<file path="src/rtl/usbdrb_pkg.sv">
package usbdrb_pkg;

	localparam int NUM_ENDPOINTS = 16;
	localparam int EP_IDX_W = (NUM_ENDPOINTS > 1) ? $clog2(NUM_ENDPOINTS) : 1;
	localparam int NUM_PLAIN = 9;
	localparam int PLAIN_IDX_W = 4;

	localparam logic [2:0] OP_READ = 3'd0;
	localparam logic [2:0] OP_WRITE = 3'd1;
	localparam logic [2:0] OP_XFER_DONE = 3'd2;
	localparam logic [2:0] OP_BUS_RESET = 3'd3;
	localparam logic [2:0] OP_FRAME_TICK = 3'd4;

	localparam logic [1:0] SUB_WRITE = 2'd0;
	localparam logic [1:0] SUB_CLEAR = 2'd1;
	localparam logic [1:0] SUB_SET = 2'd2;
	localparam logic [1:0] SUB_INVERT = 2'd3;

	localparam logic [5:0] REG_OTG_IRQ_FLAGS = 6'd0;
	localparam logic [5:0] REG_OTG_IRQ_ENABLE = 6'd1;
	localparam logic [5:0] REG_OTG_STATUS = 6'd2;
	localparam logic [5:0] REG_OTG_CONTROL = 6'd3;
	localparam logic [5:0] REG_POWER = 6'd4;
	localparam logic [5:0] REG_CORE_IRQ_FLAGS = 6'd5;
	localparam logic [5:0] REG_CORE_IRQ_ENABLE = 6'd6;
	localparam logic [5:0] REG_ERR_IRQ_FLAGS = 6'd7;
	localparam logic [5:0] REG_ERR_IRQ_ENABLE = 6'd8;
	localparam logic [5:0] REG_XFER_STATUS = 6'd9;
	localparam logic [5:0] REG_CONTROL = 6'd10;
	localparam logic [5:0] REG_ADDRESS = 6'd11;
	localparam logic [5:0] REG_BDT_PAGE1 = 6'd12;
	localparam logic [5:0] REG_FRAME_LOW = 6'd13;
	localparam logic [5:0] REG_FRAME_HIGH = 6'd14;
	localparam logic [5:0] REG_TOKEN = 6'd15;
	localparam logic [5:0] REG_SOF_THRESH = 6'd16;
	localparam logic [5:0] REG_BDT_PAGE2 = 6'd17;
	localparam logic [5:0] REG_BDT_PAGE3 = 6'd18;
	localparam logic [5:0] REG_CONFIG1 = 6'd19;
	localparam logic [5:0] REG_EP_BASE = 6'd20;

	localparam logic [PLAIN_IDX_W-1:0] PLAIN_NONE = 4'd15;
	localparam logic [PLAIN_IDX_W-1:0] PLAIN_SOF_SLOT = 4'd5;

	localparam logic [31:0] SOF_RESET = 32'h0000_004B;
	localparam logic [31:0] SESS_VLD_BIT = 32'h0000_0008;
	localparam logic [31:0] TRNIF_BIT = 32'h0000_0008;
	localparam logic [31:0] URSTIF_BIT = 32'h0000_0001;

	typedef struct packed {
		logic [2:0]  opcode;
		logic [5:0]  reg_index;
		logic [1:0]  sub_op;
		logic [31:0] write_data;
		logic [3:0]  event_endpoint;
		logic        event_direction;
		logic        event_odd_buffer;
		logic [10:0] frame_advance;
	} usbdrb_req_t;

	typedef struct packed {
		logic [31:0] read_data;
		logic        irq;
		logic        power_up_start;
	} usbdrb_rsp_t;

	function automatic logic [PLAIN_IDX_W-1:0] plain_slot(input logic [5:0] idx);
		logic [PLAIN_IDX_W-1:0] s;
		unique case (idx)
			REG_OTG_CONTROL: s = 4'd0;
			REG_CONTROL:     s = 4'd1;
			REG_ADDRESS:     s = 4'd2;
			REG_BDT_PAGE1:   s = 4'd3;
			REG_TOKEN:       s = 4'd4;
			REG_SOF_THRESH:  s = 4'd5;
			REG_BDT_PAGE2:   s = 4'd6;
			REG_BDT_PAGE3:   s = 4'd7;
			REG_CONFIG1:     s = 4'd8;
			default:         s = PLAIN_NONE;
		endcase
		return s;
	endfunction

	function automatic logic [31:0] modify(input logic [31:0] old, input logic [31:0] v,
			input logic [1:0] sub);
		logic [31:0] r;
		unique case (sub)
			SUB_WRITE: r = v;
			SUB_CLEAR: r = old & ~v;
			SUB_SET:   r = old | v;
			SUB_INVERT: r = old ^ v;
			default:   r = old;
		endcase
		return r;
	endfunction

endpackage

</file>
<file path="src/rtl/usb_device_register_block.sv">
// Each accepted request item moves from the input register to the response register.
// Throughput: one item per cycle unless a held response is stalled; input and response
// registers are separate stages. The register state updates when an item moves from the
// input stage to the response register, so each item sees all earlier items.
// Reset: async, active low; valid bits and state clear, start-of-frame threshold to 0x4B.
module usb_device_register_block (
	input  logic                    clk,
	input  logic                    arst_n,
	input  logic                    req_valid,
	output logic                    req_stall,
	input  usbdrb_pkg::usbdrb_req_t req,
	output logic                    rsp_valid,
	input  logic                    rsp_stall,
	output usbdrb_pkg::usbdrb_rsp_t rsp
);

	logic                    valid_s1;
	usbdrb_pkg::usbdrb_req_t req_s1;
	logic                    out_valid_q;
	usbdrb_pkg::usbdrb_rsp_t rsp_q;
	usbdrb_pkg::usbdrb_rsp_t result;
	logic                    advance;

	assign advance = valid_s1 && (!out_valid_q || !rsp_stall);
	assign req_stall = valid_s1 && !advance;

	usbdrb_core u_core (
		.clk    (clk),
		.arst_n (arst_n),
		.en     (advance),
		.item   (req_s1),
		.result (result)
	);

	always_ff @(posedge clk or negedge arst_n) begin
		if (!arst_n) begin
			valid_s1 <= 1'b0;
			out_valid_q <= 1'b0;
		end else begin
			if (!req_stall) valid_s1 <= req_valid;
			if (advance) out_valid_q <= 1'b1;
			else if (!rsp_stall) out_valid_q <= 1'b0;
		end
	end

	always_ff @(posedge clk) begin
		if (!req_stall) req_s1 <= req;
		if (advance) rsp_q <= result;
	end

	assign rsp_valid = out_valid_q;
	assign rsp = rsp_q;

endmodule

</file>
<file path="src/rtl/usbdrb_core.sv">
module usbdrb_core (
	input  logic                    clk,
	input  logic                    arst_n,
	input  logic                    en,
	input  usbdrb_pkg::usbdrb_req_t item,
	output usbdrb_pkg::usbdrb_rsp_t result
);

	logic [31:0] otg_flags_q, otg_flags_d;
	logic [31:0] otg_en_q, otg_en_d;
	logic [31:0] otg_status_q, otg_status_d;
	logic [31:0] power_q, power_d;
	logic [31:0] core_flags_q, core_flags_d;
	logic [31:0] core_en_q, core_en_d;
	logic [31:0] err_flags_q, err_flags_d;
	logic [31:0] err_en_q, err_en_d;
	logic [31:0] xfer_status_q, xfer_status_d;
	logic [10:0] frame_q, frame_d;
	logic [31:0] plain_q [usbdrb_pkg::NUM_PLAIN];
	logic [31:0] plain_d [usbdrb_pkg::NUM_PLAIN];
	logic [31:0] ep_q [usbdrb_pkg::NUM_ENDPOINTS];
	logic [31:0] ep_d [usbdrb_pkg::NUM_ENDPOINTS];
	logic        attach_q, attach_d;

	logic [usbdrb_pkg::PLAIN_IDX_W-1:0] slot;
	logic [6:0]                         ep_off;
	logic                               ep_hit;
	logic [usbdrb_pkg::EP_IDX_W-1:0]    ep_sel;
	logic                               is_write;
	logic                               flag_clr;
	logic [31:0]                        rd;
	logic                               rise;

	assign slot = usbdrb_pkg::plain_slot(item.reg_index);
	assign ep_off = {1'b0, item.reg_index} - {1'b0, usbdrb_pkg::REG_EP_BASE};
	assign ep_hit = (item.reg_index >= usbdrb_pkg::REG_EP_BASE)
		&& ({1'b0, item.reg_index}
			< 7'(32'(usbdrb_pkg::REG_EP_BASE) + usbdrb_pkg::NUM_ENDPOINTS));
	assign ep_sel = ep_off[usbdrb_pkg::EP_IDX_W-1:0];
	assign is_write = (item.opcode == usbdrb_pkg::OP_WRITE);
	assign flag_clr = is_write && ((item.sub_op == usbdrb_pkg::SUB_WRITE)
		|| (item.sub_op == usbdrb_pkg::SUB_CLEAR));

	always_comb begin
		otg_flags_d = otg_flags_q;
		otg_en_d = otg_en_q;
		otg_status_d = otg_status_q;
		power_d = power_q;
		core_flags_d = core_flags_q;
		core_en_d = core_en_q;
		err_flags_d = err_flags_q;
		err_en_d = err_en_q;
		xfer_status_d = xfer_status_q;
		frame_d = frame_q;
		plain_d = plain_q;
		ep_d = ep_q;
		attach_d = attach_q;
		rise = 1'b0;
		if (is_write) begin
			if (item.reg_index == usbdrb_pkg::REG_OTG_IRQ_FLAGS) begin
				if (flag_clr) otg_flags_d = otg_flags_q & ~item.write_data;
			end else if (item.reg_index == usbdrb_pkg::REG_OTG_IRQ_ENABLE) begin
				otg_en_d = usbdrb_pkg::modify(otg_en_q, item.write_data, item.sub_op);
			end else if (item.reg_index == usbdrb_pkg::REG_POWER) begin
				power_d = usbdrb_pkg::modify(power_q, item.write_data, item.sub_op);
				rise = power_d[0] && !power_q[0] && !attach_q;
				if (rise) attach_d = 1'b1;
			end else if (item.reg_index == usbdrb_pkg::REG_CORE_IRQ_FLAGS) begin
				if (flag_clr) core_flags_d = core_flags_q & ~item.write_data;
			end else if (item.reg_index == usbdrb_pkg::REG_CORE_IRQ_ENABLE) begin
				core_en_d = usbdrb_pkg::modify(core_en_q, item.write_data, item.sub_op);
			end else if (item.reg_index == usbdrb_pkg::REG_ERR_IRQ_FLAGS) begin
				if (flag_clr) err_flags_d = err_flags_q & ~item.write_data;
			end else if (item.reg_index == usbdrb_pkg::REG_ERR_IRQ_ENABLE) begin
				err_en_d = usbdrb_pkg::modify(err_en_q, item.write_data, item.sub_op);
			end else if (slot != usbdrb_pkg::PLAIN_NONE) begin
				plain_d[slot] = usbdrb_pkg::modify(plain_q[slot], item.write_data,
					item.sub_op);
			end else if (ep_hit) begin
				ep_d[ep_sel] = usbdrb_pkg::modify(ep_q[ep_sel], item.write_data,
					item.sub_op);
			end
		end else if (item.opcode == usbdrb_pkg::OP_XFER_DONE) begin
			xfer_status_d = {24'b0, item.event_endpoint, item.event_direction,
				item.event_odd_buffer, 2'b0};
			core_flags_d = core_flags_q | usbdrb_pkg::TRNIF_BIT;
		end else if (item.opcode == usbdrb_pkg::OP_BUS_RESET) begin
			otg_status_d = otg_status_q | usbdrb_pkg::SESS_VLD_BIT;
			otg_flags_d = otg_flags_q | usbdrb_pkg::SESS_VLD_BIT;
			core_flags_d = core_flags_q | usbdrb_pkg::URSTIF_BIT;
		end else if (item.opcode == usbdrb_pkg::OP_FRAME_TICK) begin
			frame_d = frame_q + item.frame_advance;
		end
	end

	always_comb begin
		rd = '0;
		if (item.opcode == usbdrb_pkg::OP_READ) begin
			if (item.reg_index == usbdrb_pkg::REG_OTG_IRQ_FLAGS) rd = otg_flags_q;
			else if (item.reg_index == usbdrb_pkg::REG_OTG_IRQ_ENABLE) rd = otg_en_q;
			else if (item.reg_index == usbdrb_pkg::REG_OTG_STATUS) rd = otg_status_q;
			else if (item.reg_index == usbdrb_pkg::REG_POWER) rd = power_q;
			else if (item.reg_index == usbdrb_pkg::REG_CORE_IRQ_FLAGS) rd = core_flags_q;
			else if (item.reg_index == usbdrb_pkg::REG_CORE_IRQ_ENABLE) rd = core_en_q;
			else if (item.reg_index == usbdrb_pkg::REG_ERR_IRQ_FLAGS) rd = err_flags_q;
			else if (item.reg_index == usbdrb_pkg::REG_ERR_IRQ_ENABLE) rd = err_en_q;
			else if (item.reg_index == usbdrb_pkg::REG_XFER_STATUS) rd = xfer_status_q;
			else if (item.reg_index == usbdrb_pkg::REG_FRAME_LOW) rd = {24'b0, frame_q[7:0]};
			else if (item.reg_index == usbdrb_pkg::REG_FRAME_HIGH) rd = {29'b0, frame_q[10:8]};
			else if (slot != usbdrb_pkg::PLAIN_NONE) rd = plain_q[slot];
			else if (ep_hit) rd = ep_q[ep_sel];
		end
	end

	always_comb begin
		result.read_data = rd;
		result.irq = ((core_flags_d & core_en_d) != '0)
			|| ((err_flags_d & err_en_d) != '0)
			|| ((otg_flags_d & otg_en_d) != '0);
		result.power_up_start = rise;
	end

	always_ff @(posedge clk or negedge arst_n) begin
		if (!arst_n) begin
			otg_flags_q <= '0;
			otg_en_q <= '0;
			otg_status_q <= '0;
			power_q <= '0;
			core_flags_q <= '0;
			core_en_q <= '0;
			err_flags_q <= '0;
			err_en_q <= '0;
			xfer_status_q <= '0;
			frame_q <= '0;
			for (int i = 0; i < usbdrb_pkg::NUM_PLAIN; i++) begin
				plain_q[i] <= (i == 32'(usbdrb_pkg::PLAIN_SOF_SLOT))
					? usbdrb_pkg::SOF_RESET : '0;
			end
			for (int i = 0; i < usbdrb_pkg::NUM_ENDPOINTS; i++) begin
				ep_q[i] <= '0;
			end
			attach_q <= 1'b0;
		end else if (en) begin
			otg_flags_q <= otg_flags_d;
			otg_en_q <= otg_en_d;
			otg_status_q <= otg_status_d;
			power_q <= power_d;
			core_flags_q <= core_flags_d;
			core_en_q <= core_en_d;
			err_flags_q <= err_flags_d;
			err_en_q <= err_en_d;
			xfer_status_q <= xfer_status_d;
			frame_q <= frame_d;
			plain_q <= plain_d;
			ep_q <= ep_d;
			attach_q <= attach_d;
		end
	end

	a_attach_once: assert property (@(posedge clk) disable iff (!arst_n)
		$rose(attach_q) |-> $past(en && result.power_up_start))
		else $error("attach flag set without a reported power rise");

	a_frame_only_on_tick: assert property (@(posedge clk) disable iff (!arst_n)
		!$stable(frame_q) |-> $past(en && item.opcode == usbdrb_pkg::OP_FRAME_TICK))
		else $error("frame number moved without a frame tick");

	a_trnif_set: assert property (@(posedge clk) disable iff (!arst_n)
		en && item.opcode == usbdrb_pkg::OP_XFER_DONE
		|=> (core_flags_q & usbdrb_pkg::TRNIF_BIT) != '0)
		else $error("transfer done did not raise TRNIF");

	a_no_second_rise: assert property (@(posedge clk) disable iff (!arst_n)
		$past(attach_q) && attach_q |-> !(en && result.power_up_start))
		else $error("power rise reported twice");

endmodule

</file>
<file path="config.mk">
export PLATFORM = sky130hd
export DESIGN_NAME = usb_device_register_block
export DESIGN_NICKNAME = d
export VERILOG_FILES = /design/src/rtl/usbdrb_pkg.sv /design/src/rtl/usb_device_register_block.sv /design/src/rtl/usbdrb_core.sv
export SDC_FILE = /design/constraint.sdc
export NUM_CORES = 2
export LEC_CHECK = 0
export ABC_CLOCK_PERIOD_IN_PS = 3960
export BUFFER_PORTS_ARGS = -buffer_cell sky130_fd_sc_hd__buf_2
export CAP_MARGIN = 15
export CORE_AREA = 2 2 331 333
export CTS_CLUSTER_SIZE = 30
export DETAILED_ROUTE_END_ITERATION = 12
export DIE_AREA = 0 0 333 335
export PLACE_DENSITY = 0.8
export SETUP_SLACK_MARGIN = 0.5
export SLEW_MARGIN = 20
export SYNTH_ARGS = -nofsm -noshare
export SYNTH_HDL_FRONTEND = slang
export SYNTH_SLANG_ARGS = --single-unit
</file>
<file path="constraint.sdc">
create_clock -name clk -period 3.96 [get_ports clk]
set_input_delay 0.792 -clock clk [delete_from_list [all_inputs] [get_ports clk]]
set_output_delay 0.792 -clock clk [all_outputs]
set_load 0.02 [all_outputs]
</file>
==> summary.md <==
| Metric | Value |
|---|---|
| Total placed instance area | 65,200 sq um |
| Post-CTS clock slew at the launch and capture registers of the worst setup and hold paths | 0.07 ns |
| Flip-flop and latch count after synthesis | 1,143 |
| Clock H-tree levels | 3 |
| Layout-stage area growth over the synthesis result | 12.3% |
| Worst clock skew | 0.0596 ns |
| Number of buffers created by CTS | 116 |
| Worst setup path category | reg -> reg |
| Leakage dissipation | 31.4 nW |
| Adder-cell area share of the yosys netlist | 8.13% |
| Largest cells by area after synthesis | dfrtp_1 42%, o21ai_0 8.1%, ha_1 8.1% |
| Synth Area in Compound Gates | 17.7% |
| Cell accounting for the most synthesized area | dfrtp_1 |
| Clock insertion delay at the later pin of the skew report | 0.77 ns |
| Area share of the largest cell type after synthesis | 41.9% |
| Final design area excluding fillers | 69,800 sq um |
| Most frequent cells after synthesis | 1,056 x nand2_1, 1,041 x dfrtp_1, 1,007 x o21ai_0 |
| Highest Clock Rate | 0.284 GHz |
| Violation count after the first detailed-route iteration | 7,350 |
| Full die area | 112,000 sq um |
| Largest net degree at the start of global routing | 128 |
| Placed wire-length estimate | 131 mm |
| Chip width | 333 um |
| Clk Tree Root Cell | clkbuf_16 |
| Placed cells | 7,656 |
| Flip-flop cell with the highest count after synthesis | dfrtp_1 |
| Remaining Overflow, GRT | 0 |
| Count of buffering cells on the critical path with inverters included | 3 |
| Routability-driven placement congestion ratio | 1.01 |
| Tot GR Track Use | 36.7% |
| Mean instance size in the synthesized netlist | 9.78 sq um |
| Transition time at the pin with the least slew margin | 1.20 ns |
| Origin of the critical flop-to-flop path | req_s1[53]$_DFFE_PN_ |
| Global-route wire length before repair | 312 mm |
| FP Rows | 121 |
| Multiplexer fraction of the synthesized cell area | 11.2% |
| # port buffers | 99 |
| Post-synth net total | 6,820 |
| Detailed-route via count | 52.3k |
| Simple-gate share of the synthesized area | 10.8% |
| Minimum clock period | 3.52 ns |
| Number of design rule violations left after detail routing | 0 |
| Crit path depth | 12 |
| Drt first pass iters | 12 |
| Share of final-layout standard cells stronger than drive strength 1 | 14.3% |
| Vias in the first global route | 51.7k |
| Starting Density | 57.5% |
| Final cell count without fillers | 7,898 |
| Run status | complete, no violations |
| Slowest stage cell, crit path | edfxtp_1 |
| Crit start category | flop |
| Kind of end point of the critical path | flop |
| Number of slew-limit violations in the final report | 0 |
| Routed WL | 206 mm |
| Combinational family with the most area after synthesis | compound AO/OA/AOI/OAI gates |
| Destination of the worst register-to-register timing path | rsp[1]$_DFFE_PP_ |
| Asr flop ratio synth | 91.4% |
| Placeable core area | 108,000 sq um |
| Unrepaired setup endpoints after global routing | yes |
| Number of max-capacitance violations reported | 0 |
| Number of clock sinks seen by CTS | 1,143 |
| Setup TNS | 0 ns |
| Number of distinct library cells after synthesis | 78 |
| Data arrival, critical path | 3.97 ns |
| CTS tree | done |
| Delay-heaviest family, CP | simple AND/OR/NAND/NOR gates |
| Largest stage delay on the critical path | 0.45 ns |
| Total setup violations reported at the end of the flow | 0 |
| Class of the most critical hold timing path | in -> async |
| Power density over the cells | 410 nW/um^2 |
| Register area share after synthesis | 46.8% |
| Synth Area in XOR/XNOR | 0.113% |
| Total I/O pin count | 100 |
| Startpoint of the most critical setup path | req_s1[53]$_DFFE_PN_ |
| Chip height | 335 um |
| Highest fanout seen on the critical path | 18 |
| Data required time of the worst path | 4.41 ns |
| Maximum buffer depth of the clock tree | 3 |
| Reg-to-reg slack, setup | 0.44 ns |
| Number of hold violations in the final report | 0 |
| Post-layout net count | 6,848 |
| Vias per cell | 6.63 |
| Syn. warnings | 0 |
| Critical Path Sink | rsp[1]$_DFFE_PP_ |
| Antenna violations before repair | 6 |
| Avg WL per Cell | 26.0 um |
| # fillers | 8,226 |
| Reg2reg path depth | 12 |
| Cell with the most instances after synthesis | nand2_1 |
| Area of the mapped netlist | 62,100 sq um |
| Number of instances in the synthesized netlist | 6,353 |
| IR drop worst, VDD | 0.404 mV |
| Cell type with the highest occurrence count on the critical path | nand2_1 |
| Remaining antenna violation count after routing | 0 |
| Relative max-transition margin | 19.3% |
| Critical Path, Cell by Cell | inv_1 -> ha_2 -> nor3b_2 -> buf_4 -> and3_2 -> buf_12 -> nand2_1 -> nand2_1 -> o22ai_1 -> nor4_1 -> and4_1 -> nand4_1 |
| Share of the cycle needed by the critical path after routing | 88.9% |
| Number of flops mapped to enable cells by yosys | 94 |
==> routing by layer <==
| metal | share of wire, % | track usage, % |
|---|---|---|
| met5 | 0.034 | 0.304 |
| met4 | 8.1 | 25.9 |
| met3 | 12 | 10.1 |
| met2 | 44 | 54.5 |
| met1 | 36 | 46.7 |
==> flip-flops by register name (all words and copies together) (netlist names), 11 cells and up, named ones only <==
| register | count |
|---|---|
| u_core.ep_q | 512 |
| u_core.plain_q | 288 |
| req_s1 | 60 |
| rsp | 34 |
| u_core.core_en_q | 32 |
| u_core.core_flags_q | 32 |
| u_core.err_en_q | 32 |
| u_core.err_flags_q | 32 |
| u_core.otg_en_q | 32 |
| u_core.otg_flags_q | 32 |
| u_core.power_q | 32 |
| u_core.frame_q | 11 |
==> placed cells by master, fill, tap and decap left out, types with 15 or more instances in the layout <==
cell,synthesis,layout
o221ai_1,47,47
o2111ai_1,37,37
mux2_2,15,15
clkbuf_1,361,33
buf_2,94,98
clkbuf_16,0,122
o211ai_1,20,20
mux4_2,218,218
ha_1,402,400
dfrtp_1,1041,1041
nand2_2,0,19
clkinv_2,0,18
a21boi_0,88,87
nor3_1,32,26
nand2_1,1056,1036
buf_12,0,45
a221oi_1,40,38
a222oi_1,30,30
a21oi_1,470,461
a211oi_1,66,66
inv_1,313,312
buf_4,16,251
nor2b_1,42,42
a211o_1,17,17
o22ai_1,35,35
edfxtp_1,94,94
nor2_1,385,381
clkbuf_8,0,20
mux2i_1,173,173
and3_1,36,35
o21ai_0,1007,1006
==> where the power goes <==
group | total [W] | internal [W] | switching [W]
sequential | 0.0126 | 0.0122 | 0.000409
combinational | 0.00455 | 0.00160 | 0.00295
clock | 0.0114 | 0.00648 | 0.00496
total | 0.0286 | 0.0203 | 0.00832
==> worst min path at each step <==
stage                                          to                          startpoint  cells after the start  slack [ns]
4_1_cts        u_core.err_flags_q[23]$_DFFE_PN0P_                              arst_n                      1        0.09
2_1_floorplan  u_core.otg_status_q[3]$_DFFE_PN0P_  u_core.otg_status_q[3]$_DFFE_PN0P_                      2        0.43
6_report       u_core.err_flags_q[23]$_DFFE_PN0P_                              arst_n                      1        0.08
3_3_place_gp   u_core.otg_status_q[3]$_DFFE_PN0P_  u_core.otg_status_q[3]$_DFFE_PN0P_                      2        0.44
5_1_grt        u_core.err_flags_q[23]$_DFFE_PN0P_                              arst_n                      1         0.1
3_5_place_dp   u_core.otg_status_q[3]$_DFFE_PN0P_  u_core.otg_status_q[3]$_DFFE_PN0P_                      2        0.45
==> what timing repair did <==
item | in CTS | in global routing
hold buffers | 0 | 0
cloned | 4 | 4
endpoints found under the hold margin | 0 | 0
setup endpoints to repair | 148 | 237
setup buffers | 6 | 6
pin swaps | 1 | 9
resized for setup | 23 | 35
==> cells by family after synthesis <==
kind of cell,after synthesis
and+or+nand+nor,1643
muxes,411
AOI/OAI and AO/OA,1921
xor gates and xnor gates,8
adders and majority gates,403
buffers and inverters,824
DFF,1143
==> worst reg2reg max path, delay by kind of cell, from the launching register on <==
kind                       cells  cell delay, ns
AOI/OAI and AO/OA              1            0.18
adders and majority gates      1            0.25
buffers and inverters          3            0.67
DFF                            1            0.45
and+or+nand+nor                7            1.66
==> through the flow <==
stage | util (%) | total power (W) | setup slack, ns | hold slack (ns)
after global placement | 60.4 | 0.0169 | -0.168 | 0.444
after floorplan | - | 0.0153 | 0.514 | 0.427
after detailed placement | 60.4 | 0.0171 | -0.138 | 0.454
after CTS | 64.3 | 0.0284 | 0.461 | 0.0851
final | 64.6 | 0.0286 | 0.440 | 0.0846
after global routing | 64.6 | 0.0295 | 0.347 | 0.0987
==> area by class of cell <==
type / instances / area [sq um] / share of cell area, %
Multi-Input combinational cell: 4386 / 30100 / 43.1
Timing Repair Buffer: 420 / 3780 / 5.42
Antenna cell: 4 / 10.0 / 0.0143
Inverter: 314 / 1180 / 1.69
Clock inverter: 46 / 579 / 0.830
Tap cell: 1414 / 1770 / 2.53
Clock buffer: 171 / 3350 / 4.80
Sequential cell: 1143 / 29100 / 41.6
Note: power is estimated with default switching activity, not from simulation.
